<file path="config.mk">
export PLATFORM = sky130hd
export DESIGN_NAME = text_word_wrap_crlf
export DESIGN_NICKNAME = d
export VERILOG_FILES = /design/src/rtl/core/twwc_pkg.sv /design/src/rtl/core/twwc_front.sv /design/src/rtl/core/twwc_back.sv /design/src/rtl/core/twwc_out.sv /design/src/rtl/core/text_word_wrap_crlf.sv
export SDC_FILE = /design/constraint.sdc
export NUM_CORES = 1
export LEC_CHECK = 0
export ABC_AREA = 1
export BUFFER_PORTS_ARGS = -buffer_cell sky130_fd_sc_hd__buf_2
export CORE_ASPECT_RATIO = 1.4
export CORE_MARGIN = 8
export CORE_UTILIZATION = 51
export CTS_CLUSTER_DIAMETER = 80
export DETAILED_ROUTE_END_ITERATION = 8
export PLACE_DENSITY_LB_ADDON = 0.15
export SYNTH_ARGS = -nofsm -noshare
export SYNTH_HDL_FRONTEND = slang
export SYNTH_SLANG_ARGS = --single-unit
</file>
<file path="constraint.sdc">
create_clock -name clk_i -period 5.7 [get_ports clk_i]
set_input_delay 0.285 -clock clk_i [delete_from_list [all_inputs] [get_ports clk_i]]
set_output_delay 0.285 -clock clk_i [all_outputs]
set_load 0.05 [all_outputs]
</file>
<file path="src/rtl/core/twwc_pkg.sv">
`timescale 1ns / 1ps

package twwc_pkg;

  // Largest wrap column, and so the depth of the word store
  localparam int unsigned MAX_COLUMN = 60;

  localparam int unsigned COL_W   = 6;   // column register width
  localparam int unsigned LINE_W  = 7;   // output column counter, wraps modulo 128
  localparam int unsigned BYTE_W  = 8;

  localparam logic [COL_W-1:0] COL_RESET = 6'd60;

  // Input queue between the front and the back
  localparam int unsigned QUEUE_DEPTH = 2;

  localparam logic [BYTE_W-1:0] CH_CR  = 8'h0D;
  localparam logic [BYTE_W-1:0] CH_LF  = 8'h0A;
  localparam logic [BYTE_W-1:0] CH_NUL = 8'h00;
  localparam logic [BYTE_W-1:0] CH_TAB = 8'h09;
  localparam logic [BYTE_W-1:0] CH_SP  = 8'h20;

  // One classified input beat
  typedef struct packed {
    logic [BYTE_W-1:0] data;
    logic              eot;
    logic              blank;
    logic              cr;
    logic              lf;
    logic              nul;
  } item_t;

  // Back to output stage: one byte per cycle while emit_ok allows, close ends the current step
  typedef struct packed {
    logic              emit;
    logic [BYTE_W-1:0] data;
    logic              close;
  } emit_req_t;

  // Output stage to back
  typedef struct packed {
    logic emit_ok;  // a byte may be emitted this cycle
    logic busy;     // last byte of a step still to be moved out
  } out_stat_t;

endpackage

</file>
<file path="src/rtl/core/twwc_front.sv">
`timescale 1ns / 1ps

module twwc_front import twwc_pkg::*; (
  input  logic              clk_i,
  input  logic              rst_ni,
  input  logic              s_axis_tvalid,
  output logic              s_axis_tready,
  input  logic [BYTE_W-1:0] s_axis_tdata,   // [7:0] in_byte
  input  logic              s_axis_tlast,   // end_of_text
  output item_t             head_o,
  output logic              head_v_o,
  input  logic              pop_i
);

  localparam int unsigned PtrW = (QUEUE_DEPTH > 1) ? $clog2(QUEUE_DEPTH) : 1;
  localparam int unsigned CntW = $clog2(QUEUE_DEPTH + 1);
  localparam logic [PtrW-1:0] PtrLast = PtrW'(QUEUE_DEPTH - 1);

  item_t           q_mem_q [QUEUE_DEPTH];
  logic [PtrW-1:0] wr_ptr_q, wr_ptr_d, rd_ptr_q, rd_ptr_d;
  logic [CntW-1:0] cnt_q, cnt_d;
  item_t           cls;
  logic            push, pop;

  // classify
  always_comb begin
    cls.data  = s_axis_tdata;
    cls.eot   = s_axis_tlast;
    cls.blank = (s_axis_tdata inside {CH_SP, [CH_TAB:CH_CR]});
    cls.cr    = (s_axis_tdata == CH_CR);
    cls.lf    = (s_axis_tdata == CH_LF);
    cls.nul   = (s_axis_tdata == CH_NUL);
  end

  assign s_axis_tready = (cnt_q != CntW'(QUEUE_DEPTH));
  assign push          = s_axis_tvalid && s_axis_tready;
  assign head_v_o      = (cnt_q != '0);
  assign pop           = pop_i && head_v_o;
  assign head_o        = q_mem_q[rd_ptr_q];

  always_comb begin
    wr_ptr_d = wr_ptr_q;
    rd_ptr_d = rd_ptr_q;
    cnt_d    = cnt_q;
    if (push) begin
      wr_ptr_d = (wr_ptr_q == PtrLast) ? '0 : wr_ptr_q + PtrW'(1);
    end
    if (pop) begin
      rd_ptr_d = (rd_ptr_q == PtrLast) ? '0 : rd_ptr_q + PtrW'(1);
    end
    if (push && !pop) begin
      cnt_d = cnt_q + CntW'(1);
    end else if (pop && !push) begin
      cnt_d = cnt_q - CntW'(1);
    end
  end

  always_ff @(posedge clk_i or negedge rst_ni) begin
    if (!rst_ni) begin
      wr_ptr_q <= '0;
      rd_ptr_q <= '0;
      cnt_q    <= '0;
    end else begin
      wr_ptr_q <= wr_ptr_d;
      rd_ptr_q <= rd_ptr_d;
      cnt_q    <= cnt_d;
    end
  end

  always_ff @(posedge clk_i) begin
    if (push) begin
      q_mem_q[wr_ptr_q] <= cls;
    end
  end

endmodule

</file>
<file path="src/rtl/core/twwc_back.sv">
`timescale 1ns / 1ps

module twwc_back import twwc_pkg::*; #(
  parameter int unsigned MaxColumn = MAX_COLUMN
) (
  input  logic             clk_i,
  input  logic             rst_ni,
  input  logic [COL_W-1:0] col_i,
  input  item_t            head_i,
  input  logic             head_v_i,
  output logic             pop_o,
  output emit_req_t        req_o,
  input  out_stat_t        stat_i
);

  localparam int unsigned WlW   = $clog2(MaxColumn + 1);
  localparam int unsigned AddrW = $clog2(MaxColumn);
  localparam logic [WlW-1:0] WlMax = WlW'(MaxColumn);

  localparam int unsigned MODE_W = 4;
  localparam logic [MODE_W-1:0] MODE_WS    = 4'd0;
  localparam logic [MODE_W-1:0] MODE_WS_CR = 4'd1;
  localparam logic [MODE_W-1:0] MODE_WORD  = 4'd2;
  localparam logic [MODE_W-1:0] MODE_DUMP  = 4'd3;
  localparam logic [MODE_W-1:0] MODE_EAT   = 4'd4;
  localparam logic [MODE_W-1:0] MODE_CR    = 4'd5;
  localparam logic [MODE_W-1:0] MODE_LF    = 4'd6;
  localparam logic [MODE_W-1:0] MODE_ECR1  = 4'd7;   // closing CRLF pair at end of text
  localparam logic [MODE_W-1:0] MODE_ELF1  = 4'd8;
  localparam logic [MODE_W-1:0] MODE_ECR2  = 4'd9;
  localparam logic [MODE_W-1:0] MODE_ELF2  = 4'd10;

  logic [MODE_W-1:0] mode_q, mode_d, anm_q, anm_d, awm_q, awm_d;
  logic [WlW-1:0]    wl_q, wl_d, idx_q, idx_d, wl_inc;
  logic [LINE_W-1:0] ll_q, ll_d;
  logic              fin_q, fin_d, eot_q, eot_d;
  logic [BYTE_W-1:0] store_q [MaxColumn];
  logic [BYTE_W-1:0] rd_data_q;
  logic [AddrW-1:0]  rd_addr;
  logic              we, run, consume;
  logic              word_full, word_over, line_full;

  assign wl_inc    = wl_q + WlW'(1);
  assign word_full = (LINE_W'(wl_inc) >= LINE_W'(col_i));
  assign word_over = ((LINE_W+1)'(wl_q) + (LINE_W+1)'(ll_q)) > (LINE_W+1)'(col_i);
  assign line_full = (ll_q >= LINE_W'(col_i));

  // one step of the mode sequencer per cycle while the output stage is not busy
  always_comb begin
    mode_d  = mode_q;
    anm_d   = anm_q;
    awm_d   = awm_q;
    wl_d    = wl_q;
    ll_d    = ll_q;
    idx_d   = idx_q;
    fin_d   = fin_q;
    eot_d   = eot_q;
    we      = 1'b0;
    consume = 1'b0;
    pop_o   = 1'b0;
    req_o   = '0;
    run     = !stat_i.busy && (eot_q || head_v_i);

    if (fin_q) begin
      pop_o = head_v_i;  // drop everything after end of text
    end else if (run) begin
      if (!eot_q && head_i.eot) begin
        pop_o  = 1'b1;
        mode_d = MODE_DUMP;
        eot_d  = 1'b1;
      end else begin
        case (mode_q)
          MODE_WS_CR: begin
            consume = head_i.lf;
            mode_d  = MODE_CR;
            anm_d   = MODE_WS;
          end
          MODE_WORD: begin
            if (!head_i.blank && !head_i.nul) begin
              if (wl_q < WlMax) begin
                we   = 1'b1;
                wl_d = wl_inc;
              end
              consume = 1'b1;
              if (word_full) begin
                mode_d = MODE_CR;
                anm_d  = MODE_DUMP;
                awm_d  = MODE_WORD;
              end
            end else begin
              if (word_over) begin
                mode_d = MODE_CR;
                anm_d  = MODE_DUMP;
              end else begin
                mode_d = MODE_DUMP;
              end
              awm_d = MODE_WS;
            end
          end
          MODE_DUMP: begin
            if (idx_q == wl_q) begin
              ll_d   = ll_q + LINE_W'(wl_q);
              wl_d   = '0;
              idx_d  = '0;
              mode_d = eot_q ? MODE_ECR1 : awm_q;
            end else if (stat_i.emit_ok) begin
              req_o.emit = 1'b1;
              req_o.data = rd_data_q;
              idx_d      = idx_q + WlW'(1);
            end
          end
          MODE_EAT: begin
            if (head_i.blank) begin
              consume = 1'b1;
            end else begin
              mode_d = MODE_WS;  // whitespace eating always hands back to scanning
            end
          end
          MODE_CR: begin
            if (stat_i.emit_ok) begin
              req_o.emit = 1'b1;
              req_o.data = CH_CR;
              ll_d       = '0;
              mode_d     = MODE_LF;
            end
          end
          MODE_LF: begin
            if (stat_i.emit_ok) begin
              req_o.emit = 1'b1;
              req_o.data = CH_LF;
              mode_d     = anm_q;
            end
          end
          MODE_ECR1, MODE_ECR2: begin
            if (stat_i.emit_ok) begin
              req_o.emit = 1'b1;
              req_o.data = CH_CR;
              mode_d     = (mode_q == MODE_ECR1) ? MODE_ELF1 : MODE_ELF2;
            end
          end
          MODE_ELF1: begin
            if (stat_i.emit_ok) begin
              req_o.emit = 1'b1;
              req_o.data = CH_LF;
              mode_d     = MODE_ECR2;
            end
          end
          MODE_ELF2: begin
            if (stat_i.emit_ok) begin
              req_o.emit  = 1'b1;
              req_o.data  = CH_LF;
              req_o.close = 1'b1;
              ll_d        = '0;
              fin_d       = 1'b1;
              eot_d       = 1'b0;
              mode_d      = MODE_WS;
              anm_d       = MODE_WS;
              awm_d       = MODE_WS;
            end
          end
          default: begin
            // scanning whitespace; unknown codes land here too
            mode_d = MODE_WS;
            if (head_i.cr) begin
              mode_d  = MODE_WS_CR;
              consume = 1'b1;
            end else if (head_i.lf) begin
              mode_d  = MODE_CR;
              anm_d   = MODE_WS;
              consume = 1'b1;
            end else if (head_i.blank) begin
              if (line_full) begin
                mode_d = MODE_CR;
                anm_d  = MODE_EAT;
              end else if (stat_i.emit_ok) begin
                req_o.emit = 1'b1;
                req_o.data = head_i.data;
                ll_d       = ll_q + LINE_W'(1);
                consume    = 1'b1;
              end
            end else if (head_i.nul) begin
              consume = 1'b1;
            end else begin
              wl_d   = '0;
              mode_d = MODE_WORD;
            end
          end
        endcase
      end
    end

    if (consume) begin
      pop_o       = 1'b1;
      req_o.close = 1'b1;
    end
  end

  // next dump address; past the store only on the final read, which is unused
  assign rd_addr = (idx_d < WlMax) ? idx_d[AddrW-1:0] : '0;

  always_ff @(posedge clk_i or negedge rst_ni) begin
    if (!rst_ni) begin
      mode_q <= MODE_WS;
      anm_q  <= MODE_WS;
      awm_q  <= MODE_WS;
      wl_q   <= '0;
      ll_q   <= '0;
      idx_q  <= '0;
      fin_q  <= 1'b0;
      eot_q  <= 1'b0;
    end else begin
      mode_q <= mode_d;
      anm_q  <= anm_d;
      awm_q  <= awm_d;
      wl_q   <= wl_d;
      ll_q   <= ll_d;
      idx_q  <= idx_d;
      fin_q  <= fin_d;
      eot_q  <= eot_d;
    end
  end

  // word store: one write, one registered read per cycle
  always_ff @(posedge clk_i) begin
    if (we) begin
      store_q[wl_q[AddrW-1:0]] <= head_i.data;
    end
    rd_data_q <= store_q[rd_addr];
  end

`ifndef SYNTHESIS
  a_emit_ok: assert property (@(posedge clk_i) disable iff (!rst_ni)
    req_o.emit |-> stat_i.emit_ok)
    else $error("byte emitted while output stage full");
  a_busy_hold: assert property (@(posedge clk_i) disable iff (!rst_ni)
    stat_i.busy |-> !req_o.emit && !req_o.close)
    else $error("sequencer ran while a closed step drains");
  a_wl_range: assert property (@(posedge clk_i) disable iff (!rst_ni)
    wl_q <= WlMax)
    else $error("word length beyond store depth");
  a_idx_idle: assert property (@(posedge clk_i) disable iff (!rst_ni)
    (mode_q != MODE_DUMP) |-> (idx_q == '0))
    else $error("dump index not cleared outside dump");
  a_fin_eot: assert property (@(posedge clk_i) disable iff (!rst_ni)
    $rose(fin_q) |-> !eot_q && $past(req_o.close))
    else $error("finish without closing CRLF");
`endif

endmodule

</file>
<file path="src/rtl/core/twwc_out.sv">
`timescale 1ns / 1ps

module twwc_out import twwc_pkg::*; (
  input  logic              clk_i,
  input  logic              rst_ni,
  input  emit_req_t         req_i,
  output out_stat_t         stat_o,
  output logic              m_axis_tvalid,
  input  logic              m_axis_tready,
  output logic [BYTE_W-1:0] m_axis_tdata,   // [7:0] out_byte
  output logic              m_axis_tlast    // last_out
);

  // The newest byte waits in hold until it is known whether it ends its step.
  logic              hold_v_q, hold_fin_q;
  logic [BYTE_W-1:0] hold_q;
  logic              out_v_q, out_last_q;
  logic [BYTE_W-1:0] out_q;
  logic              out_free, push_mid, push_last;

  assign out_free       = !out_v_q || m_axis_tready;
  assign stat_o.emit_ok = !hold_v_q || out_free;
  assign stat_o.busy    = hold_v_q && hold_fin_q;
  assign push_mid       = req_i.emit && hold_v_q;
  assign push_last      = stat_o.busy && out_free;

  always_ff @(posedge clk_i or negedge rst_ni) begin
    if (!rst_ni) begin
      hold_v_q   <= 1'b0;
      hold_fin_q <= 1'b0;
      out_v_q    <= 1'b0;
      out_last_q <= 1'b0;
    end else begin
      if (req_i.emit) begin
        hold_v_q   <= 1'b1;
        hold_fin_q <= req_i.close;
      end else if (req_i.close && hold_v_q) begin
        hold_fin_q <= 1'b1;
      end else if (push_last) begin
        hold_v_q   <= 1'b0;
        hold_fin_q <= 1'b0;
      end
      if (push_mid || push_last) begin
        out_v_q    <= 1'b1;
        out_last_q <= push_last;
      end else if (m_axis_tready) begin
        out_v_q <= 1'b0;
      end
    end
  end

  always_ff @(posedge clk_i) begin
    if (req_i.emit) begin
      hold_q <= req_i.data;
    end
    if (push_mid || push_last) begin
      out_q <= hold_q;
    end
  end

  assign m_axis_tvalid = out_v_q;
  assign m_axis_tdata  = out_q;
  assign m_axis_tlast  = out_last_q;

endmodule

</file>
<file path="src/rtl/core/text_word_wrap_crlf.sv">
`timescale 1ns / 1ps

// Greedy word wrap with CR/LF normalisation for a mail body.
// Input stream: one text byte per beat in s_axis_tdata; s_axis_tlast marks end
// of text (the byte is then ignored), which flushes the pending word and
// appends two CRLFs. Beats after that are taken and dropped until reset.
// Output stream: one byte per beat; m_axis_tlast flags the final byte caused
// by an input beat. Input beats that cause nothing give no output beat.
// Config: cfg_we_i writes cfg_wdata_i into the wrap column (0 acts as 1, above
// MaxColumn as MaxColumn); write only while the block is idle.
// Timing: a two-entry queue decouples the classifier from the mode sequencer.
// The sequencer takes one step a cycle while its output stage is not busy and
// emits at most one byte a cycle; a word flush reads the word store one byte
// per step, and an inserted CRLF emits CR then LF. The last byte of a beat
// waits in the hold register until it is known to be last, then moves to the
// output register that drives the output stream.
// Stall: m_axis_tready low stalls each emitting step once the output stage is
// full; s_axis_tready then drops when the queue fills. No data is lost.
// Reset: column 60, modes to whitespace scan, counts cleared; the word store
// is not cleared and needs no clearing pass.

module text_word_wrap_crlf import twwc_pkg::*; #(
  parameter int unsigned MaxColumn = MAX_COLUMN
) (
  input  logic              clk_i,
  input  logic              rst_ni,
  input  logic              cfg_we_i,
  input  logic [COL_W-1:0]  cfg_wdata_i,    // column_break
  input  logic              s_axis_tvalid,
  output logic              s_axis_tready,
  input  logic [BYTE_W-1:0] s_axis_tdata,   // [7:0] in_byte
  input  logic              s_axis_tlast,   // end_of_text
  output logic              m_axis_tvalid,
  input  logic              m_axis_tready,
  output logic [BYTE_W-1:0] m_axis_tdata,   // [7:0] out_byte
  output logic              m_axis_tlast    // last_out
);

  logic [COL_W-1:0] col_q, col_eff;
  item_t            head;
  logic             head_v, pop;
  emit_req_t        req;
  out_stat_t        stat;

  always_ff @(posedge clk_i or negedge rst_ni) begin
    if (!rst_ni) begin
      col_q <= COL_RESET;
    end else if (cfg_we_i) begin
      col_q <= cfg_wdata_i;
    end
  end

  // clamp the column into 1..MaxColumn
  always_comb begin
    if (col_q == '0) begin
      col_eff = COL_W'(1);
    end else if (col_q > COL_W'(MaxColumn)) begin
      col_eff = COL_W'(MaxColumn);
    end else begin
      col_eff = col_q;
    end
  end

  twwc_front u_front (
    .clk_i         (clk_i),
    .rst_ni        (rst_ni),
    .s_axis_tvalid (s_axis_tvalid),
    .s_axis_tready (s_axis_tready),
    .s_axis_tdata  (s_axis_tdata),
    .s_axis_tlast  (s_axis_tlast),
    .head_o        (head),
    .head_v_o      (head_v),
    .pop_i         (pop)
  );

  twwc_back #(
    .MaxColumn (MaxColumn)
  ) u_back (
    .clk_i    (clk_i),
    .rst_ni   (rst_ni),
    .col_i    (col_eff),
    .head_i   (head),
    .head_v_i (head_v),
    .pop_o    (pop),
    .req_o    (req),
    .stat_i   (stat)
  );

  twwc_out u_out (
    .clk_i         (clk_i),
    .rst_ni        (rst_ni),
    .req_i         (req),
    .stat_o        (stat),
    .m_axis_tvalid (m_axis_tvalid),
    .m_axis_tready (m_axis_tready),
    .m_axis_tdata  (m_axis_tdata),
    .m_axis_tlast  (m_axis_tlast)
  );

endmodule
</file>
=== Word level (Yosys, flattened, before mapping) ===
Memories as Yosys holds them, arrays and structs flattened. A register that Yosys moved wholly into a read port is not among the register bits.
Index checks and enable logic that the tools add are counted.

* RAM bits: 506
* Bits in registers: 63
* Input port bits: 20
* Memories kept: 2
* Logic and storage cells: 253

* Reductions and logical operators: 56
* $lt $le $gt $ge: 8
* Add/sub/neg operators: 9
* Multiplexer cells: 115
* Bitwise gates (word level): 6
* Equal/unequal tests: 39

{| class="wikitable"
|+ Memory list
! memory !! depth !! bits a word !! read ports !! clocked after memory_dff !! write ports !! line !! text
|-
| u_back.store_q || 60 || 8 || 1 || 1 || 1 || twwc_back.sv:37 || <nowiki>logic [BYTE_W-1:0] store_q [MaxColumn];</nowiki>
|-
| u_front.q_mem_q || 2 || 13 || 1 || 0 || 1 || twwc_front.sv:19 || <nowiki>item_t q_mem_q [QUEUE_DEPTH];</nowiki>
|}

{| class="wikitable"
|+ Operators by type and width
! cell !! number
|-
| 6-bit 2-to-1 mux || 16
|-
| 4-bit 2-to-1 mux || 23
|-
| 9-bit 2-to-1 mux || 9
|-
| 7-bit 2-to-1 mux || 7
|-
| 9-bit case mux with 5 select lines || 1
|-
| 1-bit 2-to-1 mux || 43
|-
| 10-bit 2-to-1 mux || 4
|-
| 4-bit case mux with 9 select lines || 1
|-
| 3-bit by 2-bit inequality test with 1-bit output (second input constant) || 8
|-
| 11-bit AND reduction || 2
|-
| 7-bit case mux with 3 select lines || 1
|-
| 7-bit OR reduction || 3
|-
| 10-bit AND reduction || 2
|-
| 6-bit case mux with 3 select lines || 1
|-
| 2-bit nonzero test || 9
|-
| 4-bit by 3-bit == test with 1-bit output (second input constant) || 4
|-
| 8-bit by 4-bit == test with 1-bit output (second input constant) || 2
|-
| 4-bit case mux with 4 select lines || 1
|-
| 6-bit by 1-bit adder with 6-bit output (second input constant) || 2
|-
| 4-bit == test (second input constant) || 3
|-
| 1-bit logical AND || 12
|-
| 6-bit < comparator (second input constant) || 2
|-
| 3-bit by 1-bit inequality test with 1-bit output (second input constant) || 4
|-
| 3-bit inequality test (second input constant) || 4
|-
| 37 further kinds || 69
|}

=== Depth between registers and ports, before layout ===
* Depth after elaboration: 17
* Gate-level depth with buffers: 25
* Mapped depth without buffers: 25

=== Hierarchy ===
A second synthesis with hierarchy kept.

* Cells, all modules: 2434
* Area, all modules: 26011.2 um^2

{| class="wikitable"
|+ By module, submodules not included
! module !! cells an instance !! sequential area each (um^2) !! times used !! area each (um^2)
|-
| twwc_back || 2241 || 15274.6 || 1 || 23754.0
|-
| twwc_front || 118 || 880.8 || 1 || 1277.5
|-
| twwc_out || 41 || 580.6 || 1 || 670.6
|-
| text_word_wrap_crlf || 34 || 155.1 || 1 || 309.0
|}

=== Worst setup path before layout ===
No wires, ideal clock.

* Path kind: register -> register
* Start: register col_q[3]
* End: register u_out.out_q[0] (netlist: u_out.m_axis_tdata[0]) (enable)
* Clock period less this slack: 3425 ps
* Arrival: 3038 ps
* Path buffers: 0
* Required time: 5314 ps
* Cell stages (with the launch flop): 20
* Library setup time: 386 ps
* Slack: 2275 ps
* Cell sequence: dfstp_2 > inv_1 > nor3_1 > nand3_1 > nand2_1 > o21ai_0 > ha_1 > o21ai_0 > a21boi_0 > o21ai_0 > nand2_1 > nand2_1 > nand2_1 > nand2_1 > nand2_1 > nor2_1 > nand3_1 > nand2_1 > nand3_1 > o21ai_0

* Cells in the longest elaborated chain, start to end: 14
* Elaborated cells between the ends (all ways): 15

{| class="wikitable"
|+ Ends and longest elaborated chain
! item !! line !! text
|-
| start, declared || text_word_wrap_crlf.sv:39 || <nowiki>logic [COL_W-1:0] col_q, col_eff;</nowiki>
|-
| start signal, assigned || text_word_wrap_crlf.sv:49 || <nowiki>col_q <= cfg_wdata_i;</nowiki>
|-
| 6-bit greater-than comparator || text_word_wrap_crlf.sv:57 || <nowiki>end else if (col_q > COL_W'(MaxColumn)) begin</nowiki>
|-
| 6-bit 2-to-1 mux || text_word_wrap_crlf.sv:57 ||
|-
| 6-bit 2-to-1 mux * || text_word_wrap_crlf.sv:55 || <nowiki>if (col_q == '0) begin</nowiki>
|-
| 7-bit by 6-bit greater-or-equal comparator with 1-bit output * || twwc_back.sv:46 || <nowiki>assign line_full = (ll_q >= LINE_W'(col_i));</nowiki>
|-
| 9-bit 2-to-1 mux * || twwc_back.sv:172 || <nowiki>if (line_full) begin</nowiki>
|-
| 9-bit 2-to-1 mux * || twwc_back.sv:171 || <nowiki>end else if (head_i.blank) begin</nowiki>
|-
| 9-bit 2-to-1 mux * || twwc_back.sv:167 || <nowiki>end else if (head_i.lf) begin</nowiki>
|-
| 9-bit 2-to-1 mux * || twwc_back.sv:164 || <nowiki>if (head_i.cr) begin</nowiki>
|-
| 9-bit case mux with 5 select lines * || twwc_back.sv:72 || <nowiki>case (mode_q)</nowiki>
|-
| 10-bit 2-to-1 mux * || twwc_back.sv:67 || <nowiki>if (!eot_q && head_i.eot) begin</nowiki>
|-
| 10-bit 2-to-1 mux * || twwc_back.sv:66 || <nowiki>end else if (run) begin</nowiki>
|-
| 10-bit 2-to-1 mux * || twwc_back.sv:64 || <nowiki>if (fin_q) begin</nowiki>
|-
| 1-bit logical AND * || twwc_out.sv:24 || <nowiki>assign push_mid = req_i.emit && hold_v_q;</nowiki>
|-
| 1-bit logical OR * || twwc_out.sv:56 || <nowiki>if (push_mid || push_last) begin</nowiki>
|-
| end signal, assigned || twwc_out.sv:57 || <nowiki>out_q <= hold_q;</nowiki>
|-
| end, declared || twwc_out.sv:18 || <nowiki>logic [BYTE_W-1:0] out_q;</nowiki>
|}

Every way passes the cells marked *; elsewhere a longest branch is shown, timed or not.
A chain may end at the register's enable or synchronous reset.

=== Final worst setup path ===
* Start: register u_front.rd_ptr_q
* End: register u_back.rd_data_q[7] (read register of u_back.store_q)

* Cells in the longest elaborated chain, start to end: 7

{| class="wikitable"
|+ Ends and longest elaborated chain
! item !! line !! text
|-
| start, declared || twwc_front.sv:20 || <nowiki>logic [PtrW-1:0] wr_ptr_q, wr_ptr_d, rd_ptr_q, rd_ptr_d;</nowiki>
|-
| start signal, assigned || twwc_front.sv:65 || <nowiki>rd_ptr_q <= rd_ptr_d;</nowiki>
|-
| memory 2 x 13 bit * || -- ||
|-
| 1-bit logical AND * || twwc_back.sv:67 ||
|-
| 6-bit 2-to-1 mux * || twwc_back.sv:67 ||
|-
| 6-bit 2-to-1 mux * || twwc_back.sv:66 ||
|-
| 6-bit 2-to-1 mux * || twwc_back.sv:64 ||
|-
| 6-bit < comparator || twwc_back.sv:199 || <nowiki>assign rd_addr = (idx_d < WlMax) ? idx_d[AddrW-1:0] : '0;</nowiki>
|-
| 6-bit 2-to-1 mux * || twwc_back.sv:199 ||
|-
| end, declared || twwc_back.sv:38 || <nowiki>logic [BYTE_W-1:0] rd_data_q;</nowiki>
|}

Marks and branches as above.

==> metrics.md <==
| Metric | Value |
|---|---|
| Final Critical Period | roughly 4800 ps |
| R2R Setup Slk | between 900 and 1000 ps |
| Syn_area_per_cell | 10.7 um^2 |
| Post-synth EDFFs | about 520 |
| Arrival time at the worst endpoint | 5250 ps |
| Largest net degree at the start of global routing | roughly 280 |
| Post-synth top area share | approximately three fifths |
| Req. time, crit path | between 6000 and 7000 ps |
| Die width | 209 um |
| Ant. Diodes | 0 |
| Clock transition at path regs | approximately 70 ps |
| CP Max Fanout | 58 |
| Critical path class | flop to flop |
| First-pass GRT wire length | around 110 mm |
| Clock Skews | about 30 ps |
| Actual slew at the worst max-slew pin | 1260 ps |
| Area grow syn2layout | 9.93% |
| Nets | around 2500 |
| Worst vdd rail ir drop | roughly 0.00047 V |
| Buffers on Ports | 30 |
| TritonCTS Buffers | 53 |
| # DRC | 0 |
| Total wire length | between 70 and 80 mm |
| Clk sinks | around 570 |
| Ratio of cells with drive above 1 in the final layout | roughly an eighth |
| DR pass1 iterations | 7 |
| Synth Flop Type | edfxtp_1 |
| Final setup viols | 0 |
| Cell count after synthesis | 2467 |
| Vias/cell | between 5 and 6 |
| Initial core utilization | about half |
| Hold WS | between 90 and 100 ps |
| Leak | ~11 nW |
| Highest clock rate | 210 MHz |
| Pwr dens | approximately 340 nW/um^2 |
| Asr flop ratio synth | roughly 7.3% |
| Setup TNS | 0 ps |
| DR iter-0 viols | roughly 1400 |
| RSZ-0062 raised after global routing | no |
| Gr usage total | a little under a quarter |
| Initial antenna violation count | 0 |
| Height of the chip | roughly 290 um |
| Core ar. | about 52000 um^2 |
| Synthesized area | approximately 26000 um^2 |
| H-tree depth | 2 |
| I/O pins | 31 |
| Tcrit/Tclk final | a little over four fifths |
| GP Congestion | about 0.86 |
| Worst skew pair latency | about 600 ps |
| Synthesis-stage register bit count | between 500 and 600 |
| Global route total overflow | 0 |
| Rows | between 90 and 100 |
| TritonCTS clock tree | done |
| Vias | around 18000 |
| CP Launch Type | flop |
| Library cells used by synthesis | 54 |
| Max clock buf depth | 3 |
| Sequential share of the synthesized area | 63.8% |
| Hpwl dp | approximately 43 mm |
| Final Hold Viols | 0 |
| Yosys warns | 0 |
| Status | complete, no violations |
| DIE AREA | roughly 60000 um^2 |
| Synth top area cells | edfxtp_1, nand3_1, nand2_1 |
| Rel. slew slack | 15.7% |
| Max-slew violations | 0 |
| Maximum Capacitance Violations | 0 |
| Drt wl/cell | roughly 22 um |
| Synth Net Count | roughly 2500 |
| Hold Path Class | primary input to flop |
| Clock root buffer | clkbuf_16 |
| Worst setup EP type | flop |
| Largest area contributor in the netlist | edfxtp_1 |
| Vias in the first global route | 17794 |
| Routed Antenna Nets | 0 |
critical path: stages, from the launching register on:
cell and delay (ps):
dfrtp_1 630, inv_2 200, nand2_1 200, nand3_1 260, nand3_1 470, nor2_1 80
nand2_1 160, nand3_1 200, nor2_2 240, nand2_8 270, nand2_4 400, clkinv_1 530
nand2_1 170, nand2_1 60, nand2_1 50, nand3_1 130, nand3_1 210, nand2_1 110
nand3_1 150, nand2_1 70
sequential cells by signal (all words and copies together), names as in the netlist, 2 cells and up:
register / cells
u_back.wl_q: 6
u_back.store_q: 480
u_front.cnt_q: 2
u_back.anm_q: 2
u_back.rd_data_q: 8
u_out.m_axis_tdata: 8
u_back.ll_q: 7
col_q: 6
u_out.hold_q: 8
u_front.q_mem_q: 26
u_back.idx_q: 6
u_back.mode_q: 4
cell usage in the layout, fill, tap and decap left out, drive strengths merged, types with 9 or more instances in the layout:
master and n:
inv 289, nor3 9, ha 33, nand2 344, o2111ai 21, clkinv 30
edfxtp 522, buf 54, nand3b 133, nand3 542, dlygate4sd3 25, dfrtp 38
clkbuf 58, or2 114, nor2 138, o21ai 57, a21oi 26
power by group:
group	total, mW	leakage [nW]	switching, mW	internal [mW]
Combinational	1.08	4.97	0.940	0.138
Sequential	5.22	5.25	0.0371	5.19
Clock	3.62	0.861	1.57	2.05
per-layer routing:
layer	share of wire, %	track usage (%)
met1	39	27.5
met5	0	0
met2	52	41.7
met3	4.7	2.27
met4	5.0	11.2
through the flow:
step | std cells | setup WS [ps] | instance area [um^2] | util [%] | power, mW
5_1_grt | 3170 | 541 | 29100 | 56.2 | 10.2
6_report | 3170 | 940 | 29100 | 56.2 | 9.92
3_3_place_gp | 3048 | 1030 | 27100 | 52.3 | 6.38
2_1_floorplan | 2467 | 2280 | 26500 | - | 5.79
3_5_place_dp | 3048 | 938 | 27100 | 52.3 | 6.40
4_1_cts | 3170 | 935 | 29100 | 56.2 | 9.99
Yosys cell counts, drive strengths merged (5+ instances only):
| cell type | count |
|---|---|
| edfxtp | 522 |
| dfrtp | 38 |
| nor2 | 138 |
| o21ai | 57 |
| ha | 33 |
| clkinv | 5 |
| dfxtp | 8 |
| clkbuf | 42 |
| nor3 | 9 |
| o31ai | 6 |
| o22ai | 5 |
| xor2 | 6 |
| o2111ai | 21 |
| a21oi | 26 |
| buf | 87 |
| nand3 | 542 |
| nand3b | 133 |
| inv | 288 |
| nand2 | 344 |
| nand4 | 8 |
| or2 | 114 |
cell type report:
type                            instances  area, um^2
Timing Repair Buffer                   79         631
Fill cell                            4467       22700
Sequential cell                       572       16900
Inverter                              293        1100
Tap cell                              656         821
Clock inverter                         39         397
Multi-Input combinational cell       1473        7910
Clock buffer                           58        1370
kinds of logic after synthesis:
family,Yosys count,share of synthesized area (%)
DFF,572,63.8
and+or+nand+nor,1292,24.4
muxes,3,0.123
adders and majority gates,35,1.71
AOI/OAI and AO/OA,133,3.09
xor gates and xnor gates,10,0.331
buffers and inverters,422,6.54
final timing paths:
kind                                                    start                              end  cells after the start
worst max-delay path             u_front.rd_ptr_q$_DFFE_PN0P_      u_back.rd_data_q[7]$_DFF_P_                     19
worst min-delay path                            s_axis_tvalid     u_front.wr_ptr_q$_DFFE_PN0P_                      5
worst max register to register   u_front.rd_ptr_q$_DFFE_PN0P_      u_back.rd_data_q[7]$_DFF_P_                     19
worst min register to register  u_out.hold_q[6]$_SDFFCE_PP0P_  u_out.m_axis_tdata[6]$_DFFE_PP_                      0
max in group asynchronous                              rst_ni        u_back.idx_q[3]$_DFF_PN0_                      2
min in group asynchronous                              rst_ni       u_back.ll_q[2]$_DFFE_PN0P_                      2
timing repair:
item | CTS | global route
hold endpoints to repair | 63 | 0
hold buffers | 25 | 0
buffers inserted | 0 | 0
gates resized for setup | 0 | 0
Power figures use the tool's default switching activity.
